==> src/hdl/sfs_pkg.sv <==
`default_nettype none

package sfs_pkg;

    localparam int MAX_FRAMES  = 256;
    localparam int FRAME_W     = 8;
    localparam int TOTAL_W     = 9;
    localparam int POS_W       = 9;
    localparam int LEN_W       = 10;
    localparam int ACC_W       = 32;
    localparam int IVL_W       = 24;
    localparam int ELAPSED_W   = 24;
    localparam int FUNC_W      = 3;
    localparam int COLS_W      = 9;
    localparam int DIM_W       = 12;
    localparam int COORD_W     = 20;
    localparam int MODE_W      = 2;
    localparam int CFG_IDX_W   = 3;
    localparam int CFG_DATA_W  = 24;

    localparam int QUEUE_DEPTH = 2;
    localparam int QPTR_W      = 1;
    localparam int QCNT_W      = 2;

    localparam int DIV_STEPS   = 4;
    localparam int DIV_CYCLES  = FRAME_W / DIV_STEPS;
    localparam int DIV_CNT_W   = 1;

    localparam int MAX_IN_FLIGHT = 5;
    localparam int FLIGHT_W      = 3;

    localparam logic [FUNC_W-1:0] FUNC_TICK   = 3'd0;
    localparam logic [FUNC_W-1:0] FUNC_START  = 3'd1;
    localparam logic [FUNC_W-1:0] FUNC_STOP   = 3'd2;
    localparam logic [FUNC_W-1:0] FUNC_PAUSE  = 3'd3;
    localparam logic [FUNC_W-1:0] FUNC_RESUME = 3'd4;

    localparam logic [CFG_IDX_W-1:0] CFG_COLUMNS  = 3'd0;
    localparam logic [CFG_IDX_W-1:0] CFG_TOTAL    = 3'd1;
    localparam logic [CFG_IDX_W-1:0] CFG_WIDTH    = 3'd2;
    localparam logic [CFG_IDX_W-1:0] CFG_HEIGHT   = 3'd3;
    localparam logic [CFG_IDX_W-1:0] CFG_START    = 3'd4;
    localparam logic [CFG_IDX_W-1:0] CFG_END      = 3'd5;
    localparam logic [CFG_IDX_W-1:0] CFG_MODE     = 3'd6;
    localparam logic [CFG_IDX_W-1:0] CFG_INTERVAL = 3'd7;

    localparam logic [IVL_W-1:0] INTERVAL_RESET = 24'd1024;

    localparam int MODE_LOOP_BIT     = 0;
    localparam int MODE_PINGPONG_BIT = 1;

    typedef struct packed {
        logic [FRAME_W-1:0] frame;
        logic [POS_W-1:0]   position;
        logic               playing;
    } t_item;

    typedef struct packed {
        logic [TOTAL_W-1:0] total;
        logic [FRAME_W-1:0] first;
        logic [TOTAL_W-1:0] fwd_len;
        logic [LEN_W-1:0]   list_len;
        logic               loop_en;
        logic [IVL_W-1:0]   interval;
    } t_play_cfg;

    typedef struct packed {
        logic [COLS_W-1:0] columns;
        logic [DIM_W-1:0]  width;
        logic [DIM_W-1:0]  height;
    } t_geom_cfg;

    typedef enum logic [1:0] {
        FR_IDLE,
        FR_ADD,
        FR_STEP,
        FR_PUSH
    } t_front_state;

    typedef enum logic [1:0] {
        BK_IDLE,
        BK_DIV,
        BK_MUL
    } t_back_state;

endpackage

`default_nettype wire

==> src/hdl/sfs_cfg.sv <==
`default_nettype none

module sfs_cfg import sfs_pkg::*; (
    input  wire logic                  i_clk,
    input  wire logic                  i_rst_n,
    input  wire logic                  i_cfg_valid,
    output logic                       o_cfg_ready,
    input  wire logic [CFG_IDX_W-1:0]  i_cfg_index,
    input  wire logic [CFG_DATA_W-1:0] i_cfg_data,
    output t_play_cfg                  o_play,
    output t_geom_cfg                  o_geom
);

    logic [COLS_W-1:0]  r_columns;
    logic [TOTAL_W-1:0] r_total;
    logic [DIM_W-1:0]   r_width;
    logic [DIM_W-1:0]   r_height;
    logic [FRAME_W-1:0] r_start;
    logic [FRAME_W-1:0] r_end;
    logic [MODE_W-1:0]  r_mode;
    logic [IVL_W-1:0]   r_interval;

    logic [TOTAL_W-1:0] tot;
    logic [FRAME_W-1:0] first;
    logic [FRAME_W-1:0] last;
    logic [TOTAL_W-1:0] fwd;

    assign o_cfg_ready = 1'b1;

    always_ff @(posedge i_clk) begin
        if (!i_rst_n) begin
            r_columns  <= COLS_W'(1);
            r_total    <= TOTAL_W'(1);
            r_width    <= DIM_W'(1);
            r_height   <= DIM_W'(1);
            r_start    <= '0;
            r_end      <= '0;
            r_mode     <= '0;
            r_interval <= INTERVAL_RESET;
        end else if (i_cfg_valid) begin
            case (i_cfg_index)
                CFG_COLUMNS:  r_columns  <= i_cfg_data[COLS_W-1:0];
                CFG_TOTAL:    r_total    <= i_cfg_data[TOTAL_W-1:0];
                CFG_WIDTH:    r_width    <= i_cfg_data[DIM_W-1:0];
                CFG_HEIGHT:   r_height   <= i_cfg_data[DIM_W-1:0];
                CFG_START:    r_start    <= i_cfg_data[FRAME_W-1:0];
                CFG_END:      r_end      <= i_cfg_data[FRAME_W-1:0];
                CFG_MODE:     r_mode     <= i_cfg_data[MODE_W-1:0];
                CFG_INTERVAL: r_interval <= i_cfg_data[IVL_W-1:0];
                default: begin
                end
            endcase
        end
    end

    // effective range of the play list
    always_comb begin
        if (r_total == '0) begin
            tot = TOTAL_W'(1);
        end else if (r_total > TOTAL_W'(MAX_FRAMES)) begin
            tot = TOTAL_W'(MAX_FRAMES);
        end else begin
            tot = r_total;
        end
        first = ({1'b0, r_start} >= tot) ? FRAME_W'(tot - TOTAL_W'(1)) : r_start;
        last  = ({1'b0, r_end} >= tot) ? FRAME_W'(tot - TOTAL_W'(1)) : r_end;
        if (first <= last) begin
            fwd = {1'b0, last} - {1'b0, first} + TOTAL_W'(1);
        end else begin
            fwd = tot - {1'b0, first} + {1'b0, last} + TOTAL_W'(1);
        end
    end

    always_comb begin
        o_play.total    = tot;
        o_play.first    = first;
        o_play.fwd_len  = fwd;
        o_play.list_len = r_mode[MODE_PINGPONG_BIT] ? {fwd, 1'b0} : {1'b0, fwd};
        o_play.loop_en  = r_mode[MODE_LOOP_BIT];
        o_play.interval = (r_interval == '0) ? IVL_W'(1) : r_interval;
        o_geom.columns  = (r_columns == '0) ? COLS_W'(1) : r_columns;
        o_geom.width    = r_width;
        o_geom.height   = r_height;
    end

endmodule

`default_nettype wire

==> src/hdl/sfs_front.sv <==
`default_nettype none

module sfs_front import sfs_pkg::*; (
    input  wire logic                 i_clk,
    input  wire logic                 i_rst_n,
    input  wire logic                 i_valid,
    output logic                      o_ready,
    input  wire logic [FUNC_W-1:0]    i_func,
    input  wire logic [ELAPSED_W-1:0] i_elapsed,
    input  wire t_play_cfg            i_play,
    input  wire logic                 i_full,
    output logic                      o_push,
    output t_item                     o_item
);

    t_front_state r_state, n_state;
    logic [FUNC_W-1:0]    r_func;
    logic [ELAPSED_W-1:0] r_elapsed;
    logic [ACC_W-1:0]     r_acc, n_acc;
    logic [POS_W-1:0]     r_pos, n_pos;
    logic                 r_running, n_running;

    logic [ACC_W:0]       sum;
    logic [LEN_W-1:0]     step_next;
    logic [LEN_W-1:0]     clamp_pos;
    logic [LEN_W-1:0]     half_pos;
    logic [LEN_W-1:0]     sheet_pos;

    always_comb begin
        n_state = r_state;
        case (r_state)
            FR_IDLE: if (i_valid) n_state = FR_ADD;
            FR_ADD:  n_state = FR_STEP;
            FR_STEP: n_state = FR_PUSH;
            FR_PUSH: if (!i_full) n_state = FR_IDLE;
            default: n_state = FR_IDLE;
        endcase
    end

    always_comb begin
        o_ready = 1'b0;
        o_push  = 1'b0;
        case (r_state)
            FR_IDLE: o_ready = 1'b1;
            FR_PUSH: o_push  = !i_full;
            default: begin
            end
        endcase
    end

    // accumulate and advance
    always_comb begin
        sum       = {1'b0, r_acc} + (ACC_W + 1)'(r_elapsed);
        step_next = LEN_W'(r_pos) + LEN_W'(1);
        n_acc     = r_acc;
        n_pos     = r_pos;
        n_running = r_running;
        case (r_state)
            FR_ADD: begin
                case (r_func)
                    FUNC_TICK: begin
                        if (r_running) n_acc = sum[ACC_W] ? '1 : sum[ACC_W-1:0];
                    end
                    FUNC_START: begin
                        n_pos     = '0;
                        n_running = 1'b1;
                    end
                    FUNC_STOP: begin
                        n_pos     = '0;
                        n_running = 1'b0;
                    end
                    FUNC_PAUSE:  n_running = 1'b0;
                    FUNC_RESUME: n_running = 1'b1;
                    default: begin
                    end
                endcase
            end
            FR_STEP: begin
                if (r_func == FUNC_TICK && r_running
                        && r_acc >= ACC_W'(i_play.interval)) begin
                    n_acc = r_acc - ACC_W'(i_play.interval);
                    if (step_next >= i_play.list_len) begin
                        if (i_play.loop_en) begin
                            n_pos = '0;
                        end else begin
                            n_pos     = POS_W'(i_play.list_len - LEN_W'(1));
                            n_running = 1'b0;
                        end
                    end else begin
                        n_pos = step_next[POS_W-1:0];
                    end
                end
            end
            default: begin
            end
        endcase
    end

    // list position to sheet frame
    always_comb begin
        clamp_pos = ({1'b0, r_pos} >= i_play.list_len) ?
                    i_play.list_len - LEN_W'(1) : {1'b0, r_pos};
        half_pos  = (clamp_pos >= LEN_W'(i_play.fwd_len)) ?
                    {i_play.fwd_len, 1'b0} - LEN_W'(1) - clamp_pos : clamp_pos;
        sheet_pos = LEN_W'(i_play.first) + half_pos;
        if (sheet_pos >= LEN_W'(i_play.total)) sheet_pos = sheet_pos - LEN_W'(i_play.total);
        o_item.frame    = sheet_pos[FRAME_W-1:0];
        o_item.position = r_pos;
        o_item.playing  = r_running;
    end

    always_ff @(posedge i_clk) begin
        if (!i_rst_n) begin
            r_state   <= FR_IDLE;
            r_acc     <= '0;
            r_pos     <= '0;
            r_running <= 1'b0;
        end else begin
            r_state   <= n_state;
            r_acc     <= n_acc;
            r_pos     <= n_pos;
            r_running <= n_running;
        end
    end

    always_ff @(posedge i_clk) begin
        if (i_valid && o_ready) begin
            r_func    <= i_func;
            r_elapsed <= i_elapsed;
        end
    end

endmodule

`default_nettype wire

==> src/hdl/sfs_fifo.sv <==
`default_nettype none

module sfs_fifo import sfs_pkg::*; (
    input  wire logic  i_clk,
    input  wire logic  i_rst_n,
    input  wire logic  i_push,
    input  wire t_item i_item,
    output logic       o_full,
    input  wire logic  i_pop,
    output logic       o_empty,
    output t_item      o_item
);

    t_item             r_mem [QUEUE_DEPTH];
    logic [QPTR_W-1:0] r_wr_ptr;
    logic [QPTR_W-1:0] r_rd_ptr;
    logic [QCNT_W-1:0] r_count;

    assign o_full  = (r_count == QCNT_W'(QUEUE_DEPTH));
    assign o_empty = (r_count == '0);
    assign o_item  = r_mem[r_rd_ptr];

    always_ff @(posedge i_clk) begin
        if (!i_rst_n) begin
            r_wr_ptr <= '0;
            r_rd_ptr <= '0;
            r_count  <= '0;
        end else begin
            if (i_push) begin
                r_wr_ptr <= (r_wr_ptr == QPTR_W'(QUEUE_DEPTH - 1)) ? '0 : r_wr_ptr + QPTR_W'(1);
            end
            if (i_pop) begin
                r_rd_ptr <= (r_rd_ptr == QPTR_W'(QUEUE_DEPTH - 1)) ? '0 : r_rd_ptr + QPTR_W'(1);
            end
            if (i_push && !i_pop) begin
                r_count <= r_count + QCNT_W'(1);
            end else if (i_pop && !i_push) begin
                r_count <= r_count - QCNT_W'(1);
            end
        end
    end

    always_ff @(posedge i_clk) begin
        if (i_push) r_mem[r_wr_ptr] <= i_item;
    end

endmodule

`default_nettype wire

==> src/hdl/sfs_back.sv <==
`default_nettype none

module sfs_back import sfs_pkg::*; (
    input  wire logic          i_clk,
    input  wire logic          i_rst_n,
    input  wire t_geom_cfg     i_geom,
    input  wire logic          i_empty,
    input  wire t_item         i_item,
    output logic               o_pop,
    output logic               o_valid,
    input  wire logic          i_ready,
    output logic [FRAME_W-1:0] o_frame_index,
    output logic [COORD_W-1:0] o_frame_x,
    output logic [COORD_W-1:0] o_frame_y,
    output logic [POS_W-1:0]   o_play_position,
    output logic               o_playing
);

    t_back_state r_state, n_state;
    logic [DIV_CNT_W-1:0] r_cnt;
    logic [FRAME_W-1:0]   r_dvd, n_dvd;
    logic [FRAME_W-1:0]   r_quo, n_quo;
    logic [COLS_W-1:0]    r_rem, n_rem;
    logic [FRAME_W-1:0]   r_frame;
    logic [POS_W-1:0]     r_pos;
    logic                 r_play;

    logic                 r_out_valid;
    logic [FRAME_W-1:0]   r_out_frame;
    logic [COORD_W-1:0]   r_out_x;
    logic [COORD_W-1:0]   r_out_y;
    logic [POS_W-1:0]     r_out_pos;
    logic                 r_out_play;

    logic                 out_free;
    logic                 out_load;
    logic [COORD_W-1:0]   prod_x;
    logic [COORD_W-1:0]   prod_y;

    assign out_free = !r_out_valid || i_ready;

    always_comb begin
        n_state = r_state;
        case (r_state)
            BK_IDLE: if (!i_empty) n_state = BK_DIV;
            BK_DIV:  if (r_cnt == DIV_CNT_W'(DIV_CYCLES - 1)) n_state = BK_MUL;
            BK_MUL:  if (out_free) n_state = i_empty ? BK_IDLE : BK_DIV;
            default: n_state = BK_IDLE;
        endcase
    end

    always_comb begin
        o_pop    = 1'b0;
        out_load = 1'b0;
        case (r_state)
            BK_IDLE: o_pop = !i_empty;
            BK_MUL: begin
                out_load = out_free;
                o_pop    = out_free && !i_empty;
            end
            default: begin
            end
        endcase
    end

    // restoring division of the frame by the column count
    always_comb begin
        logic [COLS_W:0] trial;
        n_dvd = r_dvd;
        n_quo = r_quo;
        n_rem = r_rem;
        for (int k = 0; k < DIV_STEPS; k++) begin
            trial = {n_rem, n_dvd[FRAME_W-1]};
            n_dvd = {n_dvd[FRAME_W-2:0], 1'b0};
            if (trial >= {1'b0, i_geom.columns}) begin
                n_rem = COLS_W'(trial - {1'b0, i_geom.columns});
                n_quo = {n_quo[FRAME_W-2:0], 1'b1};
            end else begin
                n_rem = trial[COLS_W-1:0];
                n_quo = {n_quo[FRAME_W-2:0], 1'b0};
            end
        end
    end

    assign prod_x = COORD_W'(r_rem) * COORD_W'(i_geom.width);
    assign prod_y = COORD_W'(r_quo) * COORD_W'(i_geom.height);

    always_ff @(posedge i_clk) begin
        if (!i_rst_n) begin
            r_state     <= BK_IDLE;
            r_cnt       <= '0;
            r_out_valid <= 1'b0;
        end else begin
            r_state <= n_state;
            if (o_pop) begin
                r_cnt <= '0;
            end else if (r_state == BK_DIV) begin
                r_cnt <= r_cnt + DIV_CNT_W'(1);
            end
            if (out_load) begin
                r_out_valid <= 1'b1;
            end else if (i_ready) begin
                r_out_valid <= 1'b0;
            end
        end
    end

    always_ff @(posedge i_clk) begin
        if (o_pop) begin
            r_dvd   <= i_item.frame;
            r_quo   <= '0;
            r_rem   <= '0;
            r_frame <= i_item.frame;
            r_pos   <= i_item.position;
            r_play  <= i_item.playing;
        end else if (r_state == BK_DIV) begin
            r_dvd <= n_dvd;
            r_quo <= n_quo;
            r_rem <= n_rem;
        end
        if (out_load) begin
            r_out_frame <= r_frame;
            r_out_x     <= prod_x;
            r_out_y     <= prod_y;
            r_out_pos   <= r_pos;
            r_out_play  <= r_play;
        end
    end

    assign o_valid         = r_out_valid;
    assign o_frame_index   = r_out_frame;
    assign o_frame_x       = r_out_x;
    assign o_frame_y       = r_out_y;
    assign o_play_position = r_out_pos;
    assign o_playing       = r_out_play;

endmodule

`default_nettype wire

==> src/hdl/sprite_frame_sequencer.sv <==
// Sprite-sheet animation player. Each accepted command (tick, start, stop, pause,
// resume) yields exactly one result with the shown frame, its pixel position on
// the sheet, the play position and the playing flag. The command sequencer
// handles one item at a time in steps (accept, accumulate, advance, hand-over)
// and takes no new command until its hand-over, which waits on a full queue.
// A two-entry queue feeds the coordinate unit, which divides the frame by the
// column count at four quotient bits per cycle, then multiplies into the output
// register. Configuration registers are written by index and are taken at once;
// write them only when no result is outstanding.
`default_nettype none

module sprite_frame_sequencer import sfs_pkg::*; (
    input  wire logic                  i_clk,
    input  wire logic                  i_rst_n,
    input  wire logic                  i_cfg_valid,
    output logic                       o_cfg_ready,
    input  wire logic [CFG_IDX_W-1:0]  i_cfg_index,
    input  wire logic [CFG_DATA_W-1:0] i_cfg_data,
    input  wire logic                  i_valid,
    output logic                       o_ready,
    input  wire logic [FUNC_W-1:0]     i_func,
    input  wire logic [ELAPSED_W-1:0]  i_elapsed,
    output logic                       o_valid,
    input  wire logic                  i_ready,
    output logic [FRAME_W-1:0]         o_frame_index,
    output logic [COORD_W-1:0]         o_frame_x,
    output logic [COORD_W-1:0]         o_frame_y,
    output logic [POS_W-1:0]           o_play_position,
    output logic                       o_playing
);

    t_play_cfg play_cfg;
    t_geom_cfg geom_cfg;
    t_item     front_item;
    t_item     queue_item;
    logic      push;
    logic      pop;
    logic      full;
    logic      empty;

    sfs_cfg u_cfg (
        .i_clk       (i_clk),
        .i_rst_n     (i_rst_n),
        .i_cfg_valid (i_cfg_valid),
        .o_cfg_ready (o_cfg_ready),
        .i_cfg_index (i_cfg_index),
        .i_cfg_data  (i_cfg_data),
        .o_play      (play_cfg),
        .o_geom      (geom_cfg)
    );

    sfs_front u_front (
        .i_clk     (i_clk),
        .i_rst_n   (i_rst_n),
        .i_valid   (i_valid),
        .o_ready   (o_ready),
        .i_func    (i_func),
        .i_elapsed (i_elapsed),
        .i_play    (play_cfg),
        .i_full    (full),
        .o_push    (push),
        .o_item    (front_item)
    );

    sfs_fifo u_fifo (
        .i_clk   (i_clk),
        .i_rst_n (i_rst_n),
        .i_push  (push),
        .i_item  (front_item),
        .o_full  (full),
        .i_pop   (pop),
        .o_empty (empty),
        .o_item  (queue_item)
    );

    sfs_back u_back (
        .i_clk           (i_clk),
        .i_rst_n         (i_rst_n),
        .i_geom          (geom_cfg),
        .i_empty         (empty),
        .i_item          (queue_item),
        .o_pop           (pop),
        .o_valid         (o_valid),
        .i_ready         (i_ready),
        .o_frame_index   (o_frame_index),
        .o_frame_x       (o_frame_x),
        .o_frame_y       (o_frame_y),
        .o_play_position (o_play_position),
        .o_playing       (o_playing)
    );

endmodule

`default_nettype wire

==> config.mk <==
export PLATFORM = sky130hd
export DESIGN_NAME = sprite_frame_sequencer
export DESIGN_NICKNAME = d
export VERILOG_FILES = /design/src/hdl/sfs_pkg.sv /design/src/hdl/sfs_cfg.sv /design/src/hdl/sfs_front.sv /design/src/hdl/sfs_fifo.sv /design/src/hdl/sfs_back.sv /design/src/hdl/sprite_frame_sequencer.sv
export SDC_FILE = /design/constraint.sdc
export NUM_CORES = 1
export LEC_CHECK = 0
export BUFFER_PORTS_ARGS = -buffer_cell sky130_fd_sc_hd__buf_2
export CAP_MARGIN = 10
export CELL_PAD_IN_SITES_DETAIL_PLACEMENT = 1
export CELL_PAD_IN_SITES_GLOBAL_PLACEMENT = 2
export CORE_MARGIN = 4
export CORE_UTILIZATION = 39
export CTS_CLUSTER_DIAMETER = 80
export DETAILED_ROUTE_END_ITERATION = 6
export PLACE_DENSITY_LB_ADDON = 0.1
export SLEW_MARGIN = 15
export SYNTH_ARGS = -nofsm -noshare
export SYNTH_HDL_FRONTEND = slang
export SYNTH_SLANG_ARGS = --single-unit
==> constraint.sdc <==
create_clock -name i_clk -period 17.9 [get_ports i_clk]
set_input_delay 1.79 -clock i_clk [delete_from_list [all_inputs] [get_ports i_clk]]
set_output_delay 1.79 -clock i_clk [all_outputs]
set_load 0.01 [all_outputs]
======== Word-level counts from Yosys, hierarchy flattened ========
Memory sizes are Yosys's and may differ from the RTL's. A register that Yosys moved wholly into a read port is not among the register bits.
Index checks and enable logic that the tools add are counted.
operators by class
  reduce and logical (&&, ||, !) cells .... 41
  divide/modulo/power cells ............... 0
  equal/unequal tests ..................... 29
  shift operators ......................... 0
  order comparisons ....................... 13
  bitwise gates (word level) .............. 1
  $add $sub $neg .......................... 23
  $mul .................................... 2
  muxes and demuxes ....................... 58
operators with widths
  kind                                                                   number
  32-bit 2-to-1 mux                                                      4
  9-bit 2-to-1 mux                                                       12
  32-bit case mux with 2 select lines                                    1
  10-bit by 9-bit >= comparator with 1-bit output                        6
  8-bit 2-to-1 mux                                                       5
  9-bit subtractor                                                       4
  32-bit by 24-bit adder with 33-bit output                              1
  32-bit by 24-bit >= comparator with 1-bit output                       1
  32-bit by 24-bit subtractor with 32-bit output                         1
  10-bit 2-to-1 mux                                                      3
  24-bit logical NOT                                                     1
  24-bit 2-to-1 mux                                                      1
  8-bit by 12-bit multiplier with 20-bit output                          1
  9-bit by 12-bit multiplier with 20-bit output                          1
  10-bit by 1-bit subtractor with 10-bit output, second input constant   2
  1-bit 2-to-1 mux                                                       19
  9-bit by 1-bit adder with 9-bit output, second input constant          2
  8-bit by 9-bit >= comparator with 1-bit output                         2
  9-bit logical NOT                                                      2
  9-bit case mux with 2 select lines                                     1
  2-bit AND reduction                                                    9
  3-bit equality test, second input constant                             5
  2-bit 2-to-1 mux                                                       7
  3-bit by 2-bit equality test with 1-bit output, second input constant  4
  35 further kinds                                                       72
word-level totals
  output and inout bits ................... 61
  input bits .............................. 59
  memory bits (writable) .................. 36
  bits in latches ......................... 0
  ROM bits ................................ 0
  memories ................................ 1
  word-level logic and storage cells ...... 199
  flip-flop bits (word level) ............. 264
memory list
  memory        depth  bits a word  read ports  clocked after Yosys merged registers in  write ports  RTL line        text
  u_fifo.r_mem  2      18           1           1                                        1            sfs_fifo.sv:14  t_item r_mem [QUEUE_DEPTH];

======== Longest topological paths before layout ========
Gate-level depths: netlist (run 1).
  depth after elaboration ................. 17
  gate-level depth with buffers ........... 71
  gate-level depth less buffers ........... 67

======== Modules after synthesis ========
A second synthesis (run 1) with hierarchy kept.
second synthesis, totals
  cell total of the unflattened synthesis .. 2,896
  area total of the unflattened synthesis .. 26,145.1 µm²
modules (own cells, without submodules)
  module     cells each  instances  area an instance (µm²)  seq. area each (µm²)
  sfs_back   1,137       1          11,285.8                2,942.8
  sfs_front  971         1          7,810.0                 1,691.6
  sfs_cfg    710         1          5,534.1                 1,681.6
  sfs_fifo   78          1          1,515.2                 1,181.1

======== Least setup slack after synthesis (run 1) ========
No wires, ideal clock.
  path kind ............................... reg-to-reg
  start point ............................. register u_cfg.r_total[5]
  end point ............................... memory u_fifo.r_mem[0][11] in the netlist's numbering, data pin
  required time ........................... 17.638 ns
  setup slack ............................. 5.999 ns
  path buffers ............................ 5
  arrival ................................. 11.639 ns
  clock period less this slack ............ 11.901 ns
  setup time .............................. 0.262 ns
  cell stages (with the launch flop) ...... 66
  cell sequence ........................... dfxtp_1 > nor2_1 > nor4b_1 > a21oi_1 > nor2_1 > ha_1 > nand2b_1 > a31oi_1 > o21a_1 > clkbuf_1 > nor2_1 > clkbuf_1 > o21ai_0 > ha_1 > nor2b_1 > o21a_1 > o21ai_0 > a21oi_1 > [30 not listed] > a21oi_1 > o31ai_1 > clkbuf_1 > xnor2_1 > ha_1 > fa_1 > fa_1 > nand2_1 > nand2_1 > a21oi_1 > a21oi_1 > o21ai_0 > nand2b_1 > a21oi_1 > nor2b_1 > o21ai_0 > nand3b_4 > mux2_4
RTL lines
  item                      RTL line        text
  start: declaration        sfs_cfg.sv:15   logic [TOTAL_W-1:0] r_total;
  start signal: assignment  sfs_cfg.sv:43   CFG_TOTAL: r_total <= i_cfg_data[TOTAL_W-1:0];
  end: declaration          sfs_fifo.sv:14

==> tab_implementation.tex, run 1 <==
\begin{tabular}{lr}
\hline
Metric & Value \\
\hline
\multicolumn{2}{l}{\textbf{Outcome}} \\
Run status & complete, but fails checks \\
Violations in the final reports & DRC \\
\multicolumn{2}{l}{\textbf{Worst setup path}} \\
Critical path launch point & u\_cfg.r\_total[5]\$\_SDFFE\_PN0P\_ \\
Largest driver fanout on the critical path & 16 \\
Kind of critical path & flip-flop to flip-flop \\
Critical Path Start Type & flip-flop \\
R2R cell count & 61 \\
Worst setup slack for register-to-register paths & 4.02 ns \\
Worst r2r src & u\_cfg.r\_total[5]\$\_SDFFE\_PN0P\_ \\
Type of destination of the critical path & flip-flop \\
Data required, critical path & 18.19 ns \\
Cell type of the slowest stage on the worst timing path & o21ai\_0 \\
Crit Reg-Reg Endpoint & u\_fifo.r\_mem[0][12]\$\_DFFE\_PP\_ \\
Slowest cell delay on critical path & about 0.65 ns \\
Arrival time at the worst endpoint & 14.18 ns \\
\multicolumn{2}{l}{\textbf{Drt}} \\
Mean number of vias per cell & 5.28 \\
Number of nets with antenna violations after routing & 0 \\
First drt pass iteration count & 7 \\
WL/cell & 19.1 um \\
DR iter-0 viols & 749 \\
Final WL & 72.1 mm \\
DRC Markers & 6 \\
Total via count in the routed design & between 15000 and 20000 \\
\multicolumn{2}{l}{\textbf{Die}} \\
I/O pin cnt & 120 \\
Width of the die & 262 um \\
Full die area & 68700 um\^{}2 \\
Core area & 63500 um\^{}2 \\
Vert. Die Dim & 262 um \\
Number of rows in the core area & 92 \\
Starting utilization of the core area & 0.397 \\
\multicolumn{2}{l}{\textbf{Place}} \\
Count of port buffers added during placement & 118 \\
Detail Placement HPWL & about 56 mm \\
Total placed instance area & 26600 um\^{}2 \\
Weighted congestion reported at the end of routability-driven placement & 0.824 \\
\multicolumn{2}{l}{\textbf{Synth}} \\
Mux contribution to synthesized area & 0.0307 \\
Cell types with the largest area share after synthesis & edfxtp\_1 (18\%), ha\_1 (13\%), dfxtp\_1 (12\%), fa\_1 (12\%), nand2\_1 (6.3\%) \\
Synthesized instance count & around 2800 \\
Net count after synthesis & 3302 \\
Compound-gate portion of the synthesized area & 0.138 \\
Count of warnings emitted by yosys & 0 \\
Synth Area per Inst & about 9 um\^{}2 \\
Netlist cell types & 85 \\
Netlist Area Pre-Place & roughly 25000 um\^{}2 \\
Fraction of registers with async set or reset after synthesis & 0 \\
Combinational family with the most area after synthesis & adder cells \\
Share of the synthesized area in the top cell type & 0.175 \\
Area fraction in and, or, nand and nor cells after synthesis & 0.165 \\
Proportion of synthesized chip area in sequential cells & 0.298 \\
Fraction of the mapped netlist area in adder cells & 0.249 \\
Synth Flop Type & dfxtp\_1 \\
Leading area contributor after synthesis & edfxtp\_1 \\
Parity-gate share of the synthesized area counting xor and xnor cells & 0.0552 \\
Number of enable flip-flop cells after synthesis & 147 \\
Number of synthesized register bits & 301 \\
\multicolumn{2}{l}{\textbf{GRT}} \\
GRT Overall Usage & 0.211 \\
Number of global-route vias before repair & 21500 \\
Global-route wire length before repair & 117 mm \\
Pin count of the biggest net entering global routing & 65 \\
Initial antenna violation count & 3 \\
Aggregate global routing overflow & 0 \\
\multicolumn{2}{l}{\textbf{STA}} \\
Worst slack on hold paths & 0.419 ns \\
Number of pins with negative max-slew slack in the final report & 0 \\
Number of hold-slack violations in the final timing report & 0 \\
Unrepaired setup endpoints after global routing & no \\
Minimum clock period after layout & 13.88 ns \\
Final worst clock skew & 0.0180 ns \\
Final worst path period share & 0.776 \\
Final setup fails & 0 \\
Pin slew with the least headroom to its limit & around 1.1 ns \\
Worst slew margin relative to its limit & 0.279 \\
Highest Clock Rate & 72.0 MHz \\
Total negative setup slack & 0 ns \\
\multicolumn{2}{l}{\textbf{Power and ir drop}} \\
PwrDens & $\sim$220 nW/um\^{}2 \\
Final Total Pwr & 6.22 mW \\
Highest ir drop seen on vdd & 0.313 mV \\
Pleak & around 12 nW \\
\multicolumn{2}{l}{\textbf{Clock tree}} \\
Post-CTS setup-driven buffer insertion count & 0 \\
Worst-case clock buffer depth & 3 \\
Clock buffer count from CTS & 39 \\
Clock tree from TritonCTS & built \\
Count of instances resized after the clock tree is built & 0 \\
Num Clock Sinks & 301 \\
CTS hold repair buffers & 0 \\
Maximum level of the CTS H-tree & 2 \\
Master cell of the clock root buffer & clkbuf\_16 \\
Clock input transition at the sequential cells of the worst setup and hold paths & $\sim$0.060 ns \\
Clock latency on the worst-skew pair & 0.56 ns \\
\multicolumn{2}{l}{\textbf{Worst hold path}} \\
Launch instance of the worst min-delay path & u\_back.r\_frame[0]\$\_DFFE\_PP\_ \\
Type of the worst min-delay path & flip-flop to flip-flop \\
Hold path cells & 0 \\
Worst min-delay path endpoint & u\_back.o\_frame\_index[0]\$\_DFFE\_PP\_ \\
\multicolumn{2}{l}{\textbf{Final layout}} \\
Total Nets Final & 3370 \\
Share of the core filled with cells in the final layout & 0.440 \\
Layout cells sized above 1 & 0.0897 \\
Syn-to-layout area delta & 11.0\% \\
Final instance area & 28000 um\^{}2 \\
\multicolumn{2}{l}{\textbf{Job}} \\
Number of max-cap violations & 0 \\
\hline
\end{tabular}
-- how the worst max path moves through the flow --
stage | slack [ns] | end | cells past startpoint
finish | 4.02 | u_fifo.r_mem[0][12]$_DFFE_PP_ | 61
global placement | 4.59 | u_fifo.r_mem[0][11]$_DFFE_PP_ | 61
global route | 2.67 | u_fifo.r_mem[0][14]$_DFFE_PP_ | 62
detailed placement | 3.95 | u_fifo.r_mem[1][12]$_DFFE_PP_ | 61
floorplan | 6.00 | u_fifo.r_mem[0][11]$_DFFE_PP_ | 65
CTS | 3.91 | u_fifo.r_mem[0][12]$_DFFE_PP_ | 61
-- stage by stage --
stage / std cells / worst slack (ns)
5_1_grt: 3777 / 2.67
6_report: 3780 / 4.02
3_5_place_dp: 3705 / 3.95
4_1_cts: 3777 / 3.91
2_1_floorplan: 2832 / 6.00
3_3_place_gp: 3705 / 4.59
-- state kept, by name, summed over array words and instances (netlist names), 9 cells and up, named ones only --
name / count
u_cfg.r_columns: 9
u_fifo.r_mem: 36
u_front.r_acc: 32
u_back.o_frame_y: 20
u_back.r_rem: 9
u_cfg.r_total: 9
u_cfg.r_width: 12
u_cfg.r_height: 12
u_front.r_pos: 9
u_cfg.r_interval: 24
u_back.o_play_position: 9
u_back.o_frame_x: 20
u_back.r_pos: 9
u_front.r_elapsed: 24
-- critical path: cells and delay by family, from the launching register on --
| kind | cells | cell delay [ns] |
|---|---|---|
| compound gates | 29 | 6.23 |
| simple gates | 21 | 3.78 |
| fa+ha+maj | 6 | 1.86 |
| mux | 2 | 0.91 |
| flops | 1 | 0.34 |
| buf+inv | 2 | 0.32 |
| xor+xnor | 1 | 0.20 |
-- cell usage after synthesis (53+ instances only) --
library cell	number
a21oi_1	247
and2_1	100
clkbuf_1	100
dfxtp_1	154
edfxtp_1	147
fa_1	147
ha_1	264
inv_1	305
nand2_1	422
nand3_1	53
nor2_1	147
o21ai_0	115
xnor2_1	106
-- cell usage in the layout (no fill, tap or decap), types with 38 or more instances in the layout --
master / synthesis / layout
nor2_1: 147 / 146
ha_1: 264 / 263
a21oi_1: 247 / 246
xor2_1: 51 / 51
nand3_1: 53 / 53
inv_1: 305 / 305
clkbuf_16: 0 / 40
dfxtp_1: 154 / 154
buf_2: 2 / 118
edfxtp_1: 147 / 147
nand2b_1: 38 / 38
a21o_1: 47 / 47
nand2_1: 422 / 422
xnor2_1: 106 / 106
and2_1: 100 / 100
o21ai_0: 115 / 114
fa_1: 147 / 147
-- final cells by class --
type | instances | area [um^2]
clock buffers | 49 | 1030
fillers | 7361 | 35600
diodes | 3 | 7.51
clock inverters | 23 | 333
flip-flops and latches | 301 | 7500
multi-input cells | 2110 | 16100
repair buffers | 135 | 718
inverters | 313 | 1180
well taps | 846 | 1060
-- where the power goes --
group	switching (mW)	leakage (nW)	internal [mW]
Sequential	0.127	2.61	0.906
Clock	0.317	0.664	0.527
Combinational	2.46	9.14	1.88
Total	2.91	12.4	3.31
-- metal layers --
layer  GRT usage  vias to the layer above  routed length (um)
met5           0                        -                  13
met2       0.377                      209               35200
met4      0.0401                        2                1230
li1            -                     9763                   -
met3      0.0234                       71                1850
met1       0.280                     9927               33800
-- logic make-up (layout without fill, tap and decap cells) --
group                      after synthesis  count (layout)
and+or+nand+nor                        901             901
AOI/OAI and AO/OA                      569             569
buffers and inverters                  421             520
adders and majority gates              414             414
DFF                                    301             301
xor gates and xnor gates               158             158
muxes                                   67              67
other                                    1               4
Note: power is estimated with default switching activity, not from simulation.
==> inputs of run 2 (changes only) <==
Settings changed: CORE_UTILIZATION 39 to 36.
Clock period 17.9 ns to 12.52 ns, I/O delays scaled along.
==> tab_implementation.tex, run 2 (synthesized netlist as in run 1, its figures left out) <==
\begin{tabular}{lr}
\hline
Metric & Value \\
\hline
\multicolumn{2}{l}{\textbf{GRT}} \\
Aggregate global routing overflow & 0 \\
Pin count of the biggest net entering global routing & 93 \\
GRT Overall Usage & 0.200 \\
Initial antenna violation count & 1 \\
Number of global-route vias before repair & 21800 \\
Global-route wire length before repair & 120 mm \\
\multicolumn{2}{l}{\textbf{Final layout}} \\
Most common library cell in the layout ignoring fill and taps & nand2\_1 \\
Area used by multi-input combinational logic & between 15000 and 20000 um\^{}2 \\
Final cell count without fillers & 3888 \\
Largest registers ranked by flip-flop count & u\_fifo.r\_mem: 36 flops, u\_front.r\_acc: 32 flops \\
Final instance area & 28400 um\^{}2 \\
Number of filler instances in the final layout & 8060 \\
Syn-to-layout area delta & 12.6\% \\
Register name with the most flops & u\_fifo.r\_mem \\
Layout cells sized above 1 & 0.108 \\
Share of the core filled with cells in the final layout & 0.412 \\
Total Nets Final & 3393 \\
Commonest cells after routing, fill and taps aside & nand2\_1 (421), inv\_1 (305), ha\_1 (262) \\
Max FFs per register & 36 \\
Footprint of the flip-flops and latches & around 7500 um\^{}2 \\
\multicolumn{2}{l}{\textbf{Drt}} \\
Number of nets with antenna violations after routing & 0 \\
Top routing layer used & met5 \\
Routed length on met1 & between 30 and 40 mm \\
Final WL & 75.1 mm \\
Wire length on met3 & 1.77 mm \\
DRC Markers & 0 \\
Detailed-routed wire length on met2 & 37.1 mm \\
First drt pass iteration count & 4 \\
Mean number of vias per cell & 5.18 \\
Total via count in the routed design & around 20000 \\
DR iter-0 viols & between 700 and 800 \\
WL/cell & a little under 20 um \\
\multicolumn{2}{l}{\textbf{Clock tree}} \\
Clock tree from TritonCTS & built \\
Num Clock Sinks & around 300 \\
Clock input transition at the sequential cells of the worst setup and hold paths & 0.06 ns \\
Clock buffer count from CTS & between 40 and 50 \\
Worst-case clock buffer depth & 3 \\
Master cell of the clock root buffer & clkbuf\_16 \\
Maximum level of the CTS H-tree & 2 \\
Clock latency on the worst-skew pair & about 0.58 ns \\
\multicolumn{2}{l}{\textbf{Place}} \\
Weighted congestion reported at the end of routability-driven placement & 0.856 \\
Worst-case setup slack after placement & -0.106 ns \\
Detail Placement HPWL & 57.5 mm \\
Cell total after placement & approximately 3800 \\
Total placed instance area & 26800 um\^{}2 \\
Count of port buffers added during placement & 118 \\
\multicolumn{2}{l}{\textbf{STA}} \\
Final setup fails & 0 \\
Worst slew margin relative to its limit & 0.254 \\
Worst slack on hold paths & $\sim$0.43 ns \\
Number of pins with negative max-slew slack in the final report & 0 \\
Pin slew with the least headroom to its limit & 1.12 ns \\
Final worst clock skew & 0.0292 ns \\
Highest Clock Rate & $\sim$86 MHz \\
Min setup slack post-route & 0.829 ns \\
Minimum clock period after layout & 11.69 ns \\
Number of hold-slack violations in the final timing report & 0 \\
Final worst path period share & 0.934 \\
\multicolumn{2}{l}{\textbf{Worst setup path}} \\
Worst setup slack for register-to-register paths & 0.83 ns \\
Data required, critical path & 12.83 ns \\
Cell type of the slowest stage on the worst timing path & fa\_1 \\
Critical Path Start Type & flip-flop \\
Largest driver fanout on the critical path & 11 \\
Kind of critical path & flip-flop to flip-flop \\
R2R cell count & 60 \\
Arrival time at the worst endpoint & 12.00 ns \\
CP delay by family, top & compound AO/OA/AOI/OAI gates \\
Count of buffer and inverter cells on the critical path & 3 \\
Type of destination of the critical path & flip-flop \\
Worst r2r src & u\_cfg.r\_total[5]\$\_SDFFE\_PN0P\_ \\
Slowest cell delay on critical path & 0.47 ns \\
Crit Reg-Reg Endpoint & u\_fifo.r\_mem[1][13]\$\_DFFE\_PP\_ \\
Most frequent cell on the critical path & a21oi\_1 \\
\multicolumn{2}{l}{\textbf{Job}} \\
Number of max-cap violations & 0 \\
\multicolumn{2}{l}{\textbf{Worst hold path}} \\
Worst min-delay path endpoint & u\_back.o\_play\_position[7]\$\_DFFE\_PP\_ \\
Type of the worst min-delay path & flip-flop to flip-flop \\
Launch instance of the worst min-delay path & u\_back.r\_pos[7]\$\_DFFE\_PP\_ \\
Hold path cells & 0 \\
\multicolumn{2}{l}{\textbf{Die}} \\
Full die area & 74300 um\^{}2 \\
Number of rows in the core area & 96 \\
Core area & about 69000 um\^{}2 \\
Starting utilization of the core area & 0.365 \\
Vert. Die Dim & 273 um \\
Width of the die & 273 um \\
I/O pin cnt & 120 \\
\multicolumn{2}{l}{\textbf{Outcome}} \\
Run status & completed \\
\multicolumn{2}{l}{\textbf{Power and ir drop}} \\
PwrDens & 321 nW/um\^{}2 \\
Highest ir drop seen on vdd & 0.484 mV \\
Pleak & 12.6 nW \\
\hline
\end{tabular}
run 2: changes by cell type in the layout (fill, tap and decap cells not counted), sizes merged:
cell / delta
buf: +20
nor2: +1
clkbuf: +4
clkinvlp: +1
inv: +2
diode: -2
clkinv: +2
bufinv: -5
run 2: power breakdown:
part,internal (mW),total [mW],switching [mW]
Combinational,2.76,6.42,3.66
Sequential,1.30,1.48,0.180
Clock,0.719,1.20,0.486
Total,4.77,9.10,4.33
run 2: worst max path at each step:
stage | from | endpoint | slack [ns] | cells past startpoint
after floorplan | u_cfg.r_total[5]$_SDFFE_PN0P_ | u_fifo.r_mem[0][11]$_DFFE_PP_ | 0.62 | 65
after global placement | u_cfg.r_total[5]$_SDFFE_PN0P_ | u_fifo.r_mem[0][12]$_DFFE_PP_ | 0.48 | 61
after detailed placement | u_cfg.r_total[5]$_SDFFE_PN0P_ | u_fifo.r_mem[0][16]$_DFFE_PP_ | -0.11 | 65
after CTS | u_cfg.r_total[5]$_SDFFE_PN0P_ | u_fifo.r_mem[1][13]$_DFFE_PP_ | 0.005 | 61
after global routing | u_cfg.r_total[5]$_SDFFE_PN0P_ | u_fifo.r_mem[1][13]$_DFFE_PP_ | -0.04 | 62
final | u_cfg.r_total[5]$_SDFFE_PN0P_ | u_fifo.r_mem[1][13]$_DFFE_PP_ | 0.83 | 60
run 2: worst register-to-register path: cells and delay by family, from the launching register on:
kind | cells | cell delay (ns)
buffers and inverters | 3 | 0.46
flip-flops | 1 | 0.35
AND/OR/NAND/NOR | 21 | 2.96
XOR/XNOR | 2 | 0.47
adder cells (fa/ha/maj) | 7 | 2.42
AO/OA/AOI/OAI | 26 | 4.44
multiplexers | 1 | 0.35
run 2: layout make-up:
cell class | count | share of cell area
Sequential cell | 301 | 0.264
Antenna cell | 1 | 0.0000882
Tap cell | 931 | 0.0410
Inverter | 313 | 0.0416
Multi-Input combinational cell | 2111 | 0.574
Clock inverter | 23 | 0.00829
Timing Repair Buffer | 155 | 0.0306
Clock buffer | 53 | 0.0406
run 2: stage by stage:
step / setup TNS [ns] / power [mW]
after floorplan: 0 / 6.23
after CTS: 0 / 9.14
after detailed placement: -1.43 / 7.85
final: 0 / 9.10
after global routing: -0.410 / 9.94
after global placement: 0 / 7.61
run 2: timing repair:
item / 4_1_cts / 5_1_grt
hold buffers: 0 / 0
pin swaps: 0 / 2
cloned: 0 / 1
resized for setup: 1 / 34
setup endpoints to repair: 14 / 16
setup buffers: 0 / 3
run 2: routing by layer:
layer	GRT usage	up-vias
li1	-	9781
met1	0.260	10100
met2	0.359	198
met3	0.0211	80
met4	0.0474	2
met5	0	-
==> inputs of run 3 (changes only) <==
==> constraint.sdc (replaced) <==
create_clock -name i_clk -period 10 [get_ports i_clk]
set_input_delay 1.5 -clock i_clk [delete_from_list [all_inputs] [get_ports i_clk]]
set_output_delay 1.5 -clock i_clk [all_outputs]
set_load 0.01 [all_outputs]
==> tab_implementation.tex, run 3 (synthesized netlist as in run 1, its figures left out) <==
\begin{tabular}{lr}
\hline
Metric & Value \\
\hline
\multicolumn{2}{l}{\textbf{Outcome}} \\
Violations in the final reports & setup timing \\
Run status & complete, but fails checks \\
\multicolumn{2}{l}{\textbf{Die}} \\
Starting utilization of the core area & 0.365 \\
Core area & between 60000 and 70000 um\^{}2 \\
Number of rows in the core area & 96 \\
I/O pin cnt & 120 \\
Full die area & 74300 um\^{}2 \\
Vert. Die Dim & $\sim$270 um \\
Width of the die & 273 um \\
\multicolumn{2}{l}{\textbf{Worst setup path}} \\
Largest driver fanout on the critical path & 6 \\
Slowest cell delay on critical path & a little over 0.4 ns \\
Critical path launch point & u\_cfg.r\_total[4]\$\_SDFFE\_PN0P\_ \\
Cell type of the slowest stage on the worst timing path & fa\_2 \\
Crit Reg-Reg Endpoint & u\_fifo.r\_mem[0][16]\$\_DFFE\_PP\_ \\
Kind of critical path & flip-flop to flip-flop \\
Most frequent cell on the critical path & buf\_4 \\
R2R cell count & a little over 60 \\
Worst r2r src & u\_cfg.r\_total[4]\$\_SDFFE\_PN0P\_ \\
Worst setup slack for register-to-register paths & -0.69 ns \\
Critical Path Start Type & flip-flop \\
Arrival time at the worst endpoint & 11.00 ns \\
Type of destination of the critical path & flip-flop \\
Data required, critical path & 10.31 ns \\
\multicolumn{2}{l}{\textbf{STA}} \\
Minimum clock period after layout & around 11 ns \\
Unrepaired setup endpoints after global routing & yes \\
Total negative setup slack & -10.19 ns \\
Highest Clock Rate & 93.5 MHz \\
Number of hold-slack violations in the final timing report & 0 \\
Worst slew margin relative to its limit & 0.316 \\
Number of pins with negative max-slew slack in the final report & 0 \\
Final setup fails & 16 \\
Final worst clock skew & 0.0341 ns \\
Final worst path period share & 1.07 \\
Min setup slack post-route & -0.691 ns \\
Pin slew with the least headroom to its limit & 1.02 ns \\
\multicolumn{2}{l}{\textbf{Place}} \\
Count of port buffers added during placement & 118 \\
Detail Placement HPWL & 60.2 mm \\
Weighted congestion reported at the end of routability-driven placement & $\sim$0.87 \\
Cell total after placement & 4025 \\
\multicolumn{2}{l}{\textbf{Worst hold path}} \\
Hold path cells & 0 \\
Type of the worst min-delay path & flip-flop to flip-flop \\
Launch instance of the worst min-delay path & u\_back.r\_pos[2]\$\_DFFE\_PP\_ \\
Worst min-delay path endpoint & u\_back.o\_play\_position[2]\$\_DFFE\_PP\_ \\
\multicolumn{2}{l}{\textbf{GRT}} \\
Pin count of the biggest net entering global routing & 87 \\
Number of global-route vias before repair & 23300 \\
GRT Overall Usage & 0.211 \\
Global-route wire length before repair & $\sim$130 mm \\
Initial antenna violation count & 2 \\
Aggregate global routing overflow & 0 \\
\multicolumn{2}{l}{\textbf{Clock tree}} \\
CTS hold repair buffers & 0 \\
Worst-case clock buffer depth & 3 \\
Clock buffer count from CTS & 40 \\
Master cell of the clock root buffer & clkbuf\_16 \\
Clock tree from TritonCTS & built \\
Num Clock Sinks & 301 \\
Maximum level of the CTS H-tree & 2 \\
Clock latency on the worst-skew pair & 0.59 ns \\
Clock input transition at the sequential cells of the worst setup and hold paths & 0.06 ns \\
\multicolumn{2}{l}{\textbf{Power and ir drop}} \\
Pleak & 13.9 nW \\
PwrDens & 421 nW/um\^{}2 \\
Highest ir drop seen on vdd & 0.872 mV \\
\multicolumn{2}{l}{\textbf{Drt}} \\
Final WL & 78.4 mm \\
WL/cell & around 19 um \\
First drt pass iteration count & 5 \\
Mean number of vias per cell & roughly 5.1 \\
DR iter-0 viols & 774 \\
Total via count in the routed design & 21200 \\
DRC Markers & 0 \\
Number of nets with antenna violations after routing & 0 \\
\multicolumn{2}{l}{\textbf{Final layout}} \\
Area used by multi-input combinational logic & 16800 um\^{}2 \\
Most common library cell in the layout ignoring fill and taps & nand2\_1 \\
Final cell count without fillers & 4152 \\
Syn-to-layout area delta & 22.7\% \\
Layout cells sized above 1 & 0.207 \\
Max FFs per register & 36 \\
Footprint of the flip-flops and latches & 7500 um\^{}2 \\
Commonest cells after routing, fill and taps aside & nand2\_1 (418), inv\_1 (298), buf\_4 (291) \\
Largest registers ranked by flip-flop count & u\_fifo.r\_mem: 36 flops, u\_front.r\_acc: 32 flops \\
Register name with the most flops & u\_fifo.r\_mem \\
Number of filler instances in the final layout & 8032 \\
Total Nets Final & 3659 \\
\multicolumn{2}{l}{\textbf{Job}} \\
Number of max-cap violations & 0 \\
\hline
\end{tabular}
==> run 3: cell count changes in the layout (fill, tap and decap cells not counted), sizes merged <==
cell	before	now
clkinv	18	24
nor2	148	147
clkbuf	53	46
inv	314	313
bufinv	3	2
buf	155	423
==> run 3: where the power goes <==
| part | switching [mW] | internal, mW |
|---|---|---|
| Combinational | 5.06 | 4.72 |
| Sequential | 0.172 | 1.62 |
| Clock | 0.612 | 0.833 |
| Total | 5.85 | 7.18 |
==> run 3: cell type report <==
class / instances / share of cell area
inverter: 313 / 0.0381
timing repair buffer: 423 / 0.0957
antenna: 1 / 0.0000809
sequential: 301 / 0.243
clock buffer: 46 / 0.0348
clock inverter: 27 / 0.00793
tap: 931 / 0.0377
multi-input combinational: 2110 / 0.543
==> run 3: repair_timing <==
item / in CTS / in global routing
gates resized for setup: 54 / 44
gates cloned: 0 / 0
pin swaps: 56 / 45
endpoints found under the setup margin: 16 / 26
buffers inserted: 41 / 13
==> run 3: layer usage <==
| metal | share of wire | global-route usage |
|---|---|---|
| met1 | 0.45 | 0.268 |
| met2 | 0.49 | 0.376 |
| met3 | 0.027 | 0.0253 |
| met4 | 0.030 | 0.0633 |
| met5 | 0.00010 | 0 |
==> run 3: critical path: cells and delay by family, from the launching register on <==
| family | cells | cell delay (ns) |
|---|---|---|
| XOR/XNOR | 4 | 0.56 |
| multiplexers | 1 | 0.26 |
| flip-flops | 1 | 0.35 |
| buffers and inverters | 11 | 1.15 |
| adder cells (fa/ha/maj) | 8 | 2.39 |
| AO/OA/AOI/OAI | 23 | 3.86 |
| AND/OR/NAND/NOR | 14 | 1.84 |
==> run 3: worst max path at each step <==
stage,endpoint,slack (ns),depth (start not counted)
floorplan,u_fifo.r_mem[0][11]$_DFFE_PP_,-0.43,62
global placement,u_fifo.r_mem[0][11]$_DFFE_PP_,-0.59,62
detailed placement,u_fifo.r_mem[0][11]$_DFFE_PP_,-0.90,63
CTS,u_fifo.r_mem[1][11]$_DFFE_PP_,-0.53,67
global route,u_fifo.r_mem[1][13]$_DFFE_PP_,-1.36,62
finish,u_fifo.r_mem[0][16]$_DFFE_PP_,-0.69,61
==> run 3: per-stage QoR <==
stage / hold slack, ns / setup WS, ns / util / cell area [um^2] / total power, mW
2_1_floorplan: 0.400 / -0.429 / - / 25500 / 7.92
4_1_cts: 0.416 / -0.529 / 0.444 / 30600 / 12.9
3_5_place_dp: 0.406 / -0.896 / 0.417 / 28700 / 11.1
3_3_place_gp: 0.403 / -0.585 / 0.417 / 28700 / 10.8
6_report: 0.422 / -0.691 / 0.448 / 30900 / 13.0
5_1_grt: 0.431 / -1.36 / 0.448 / 30900 / 14.2
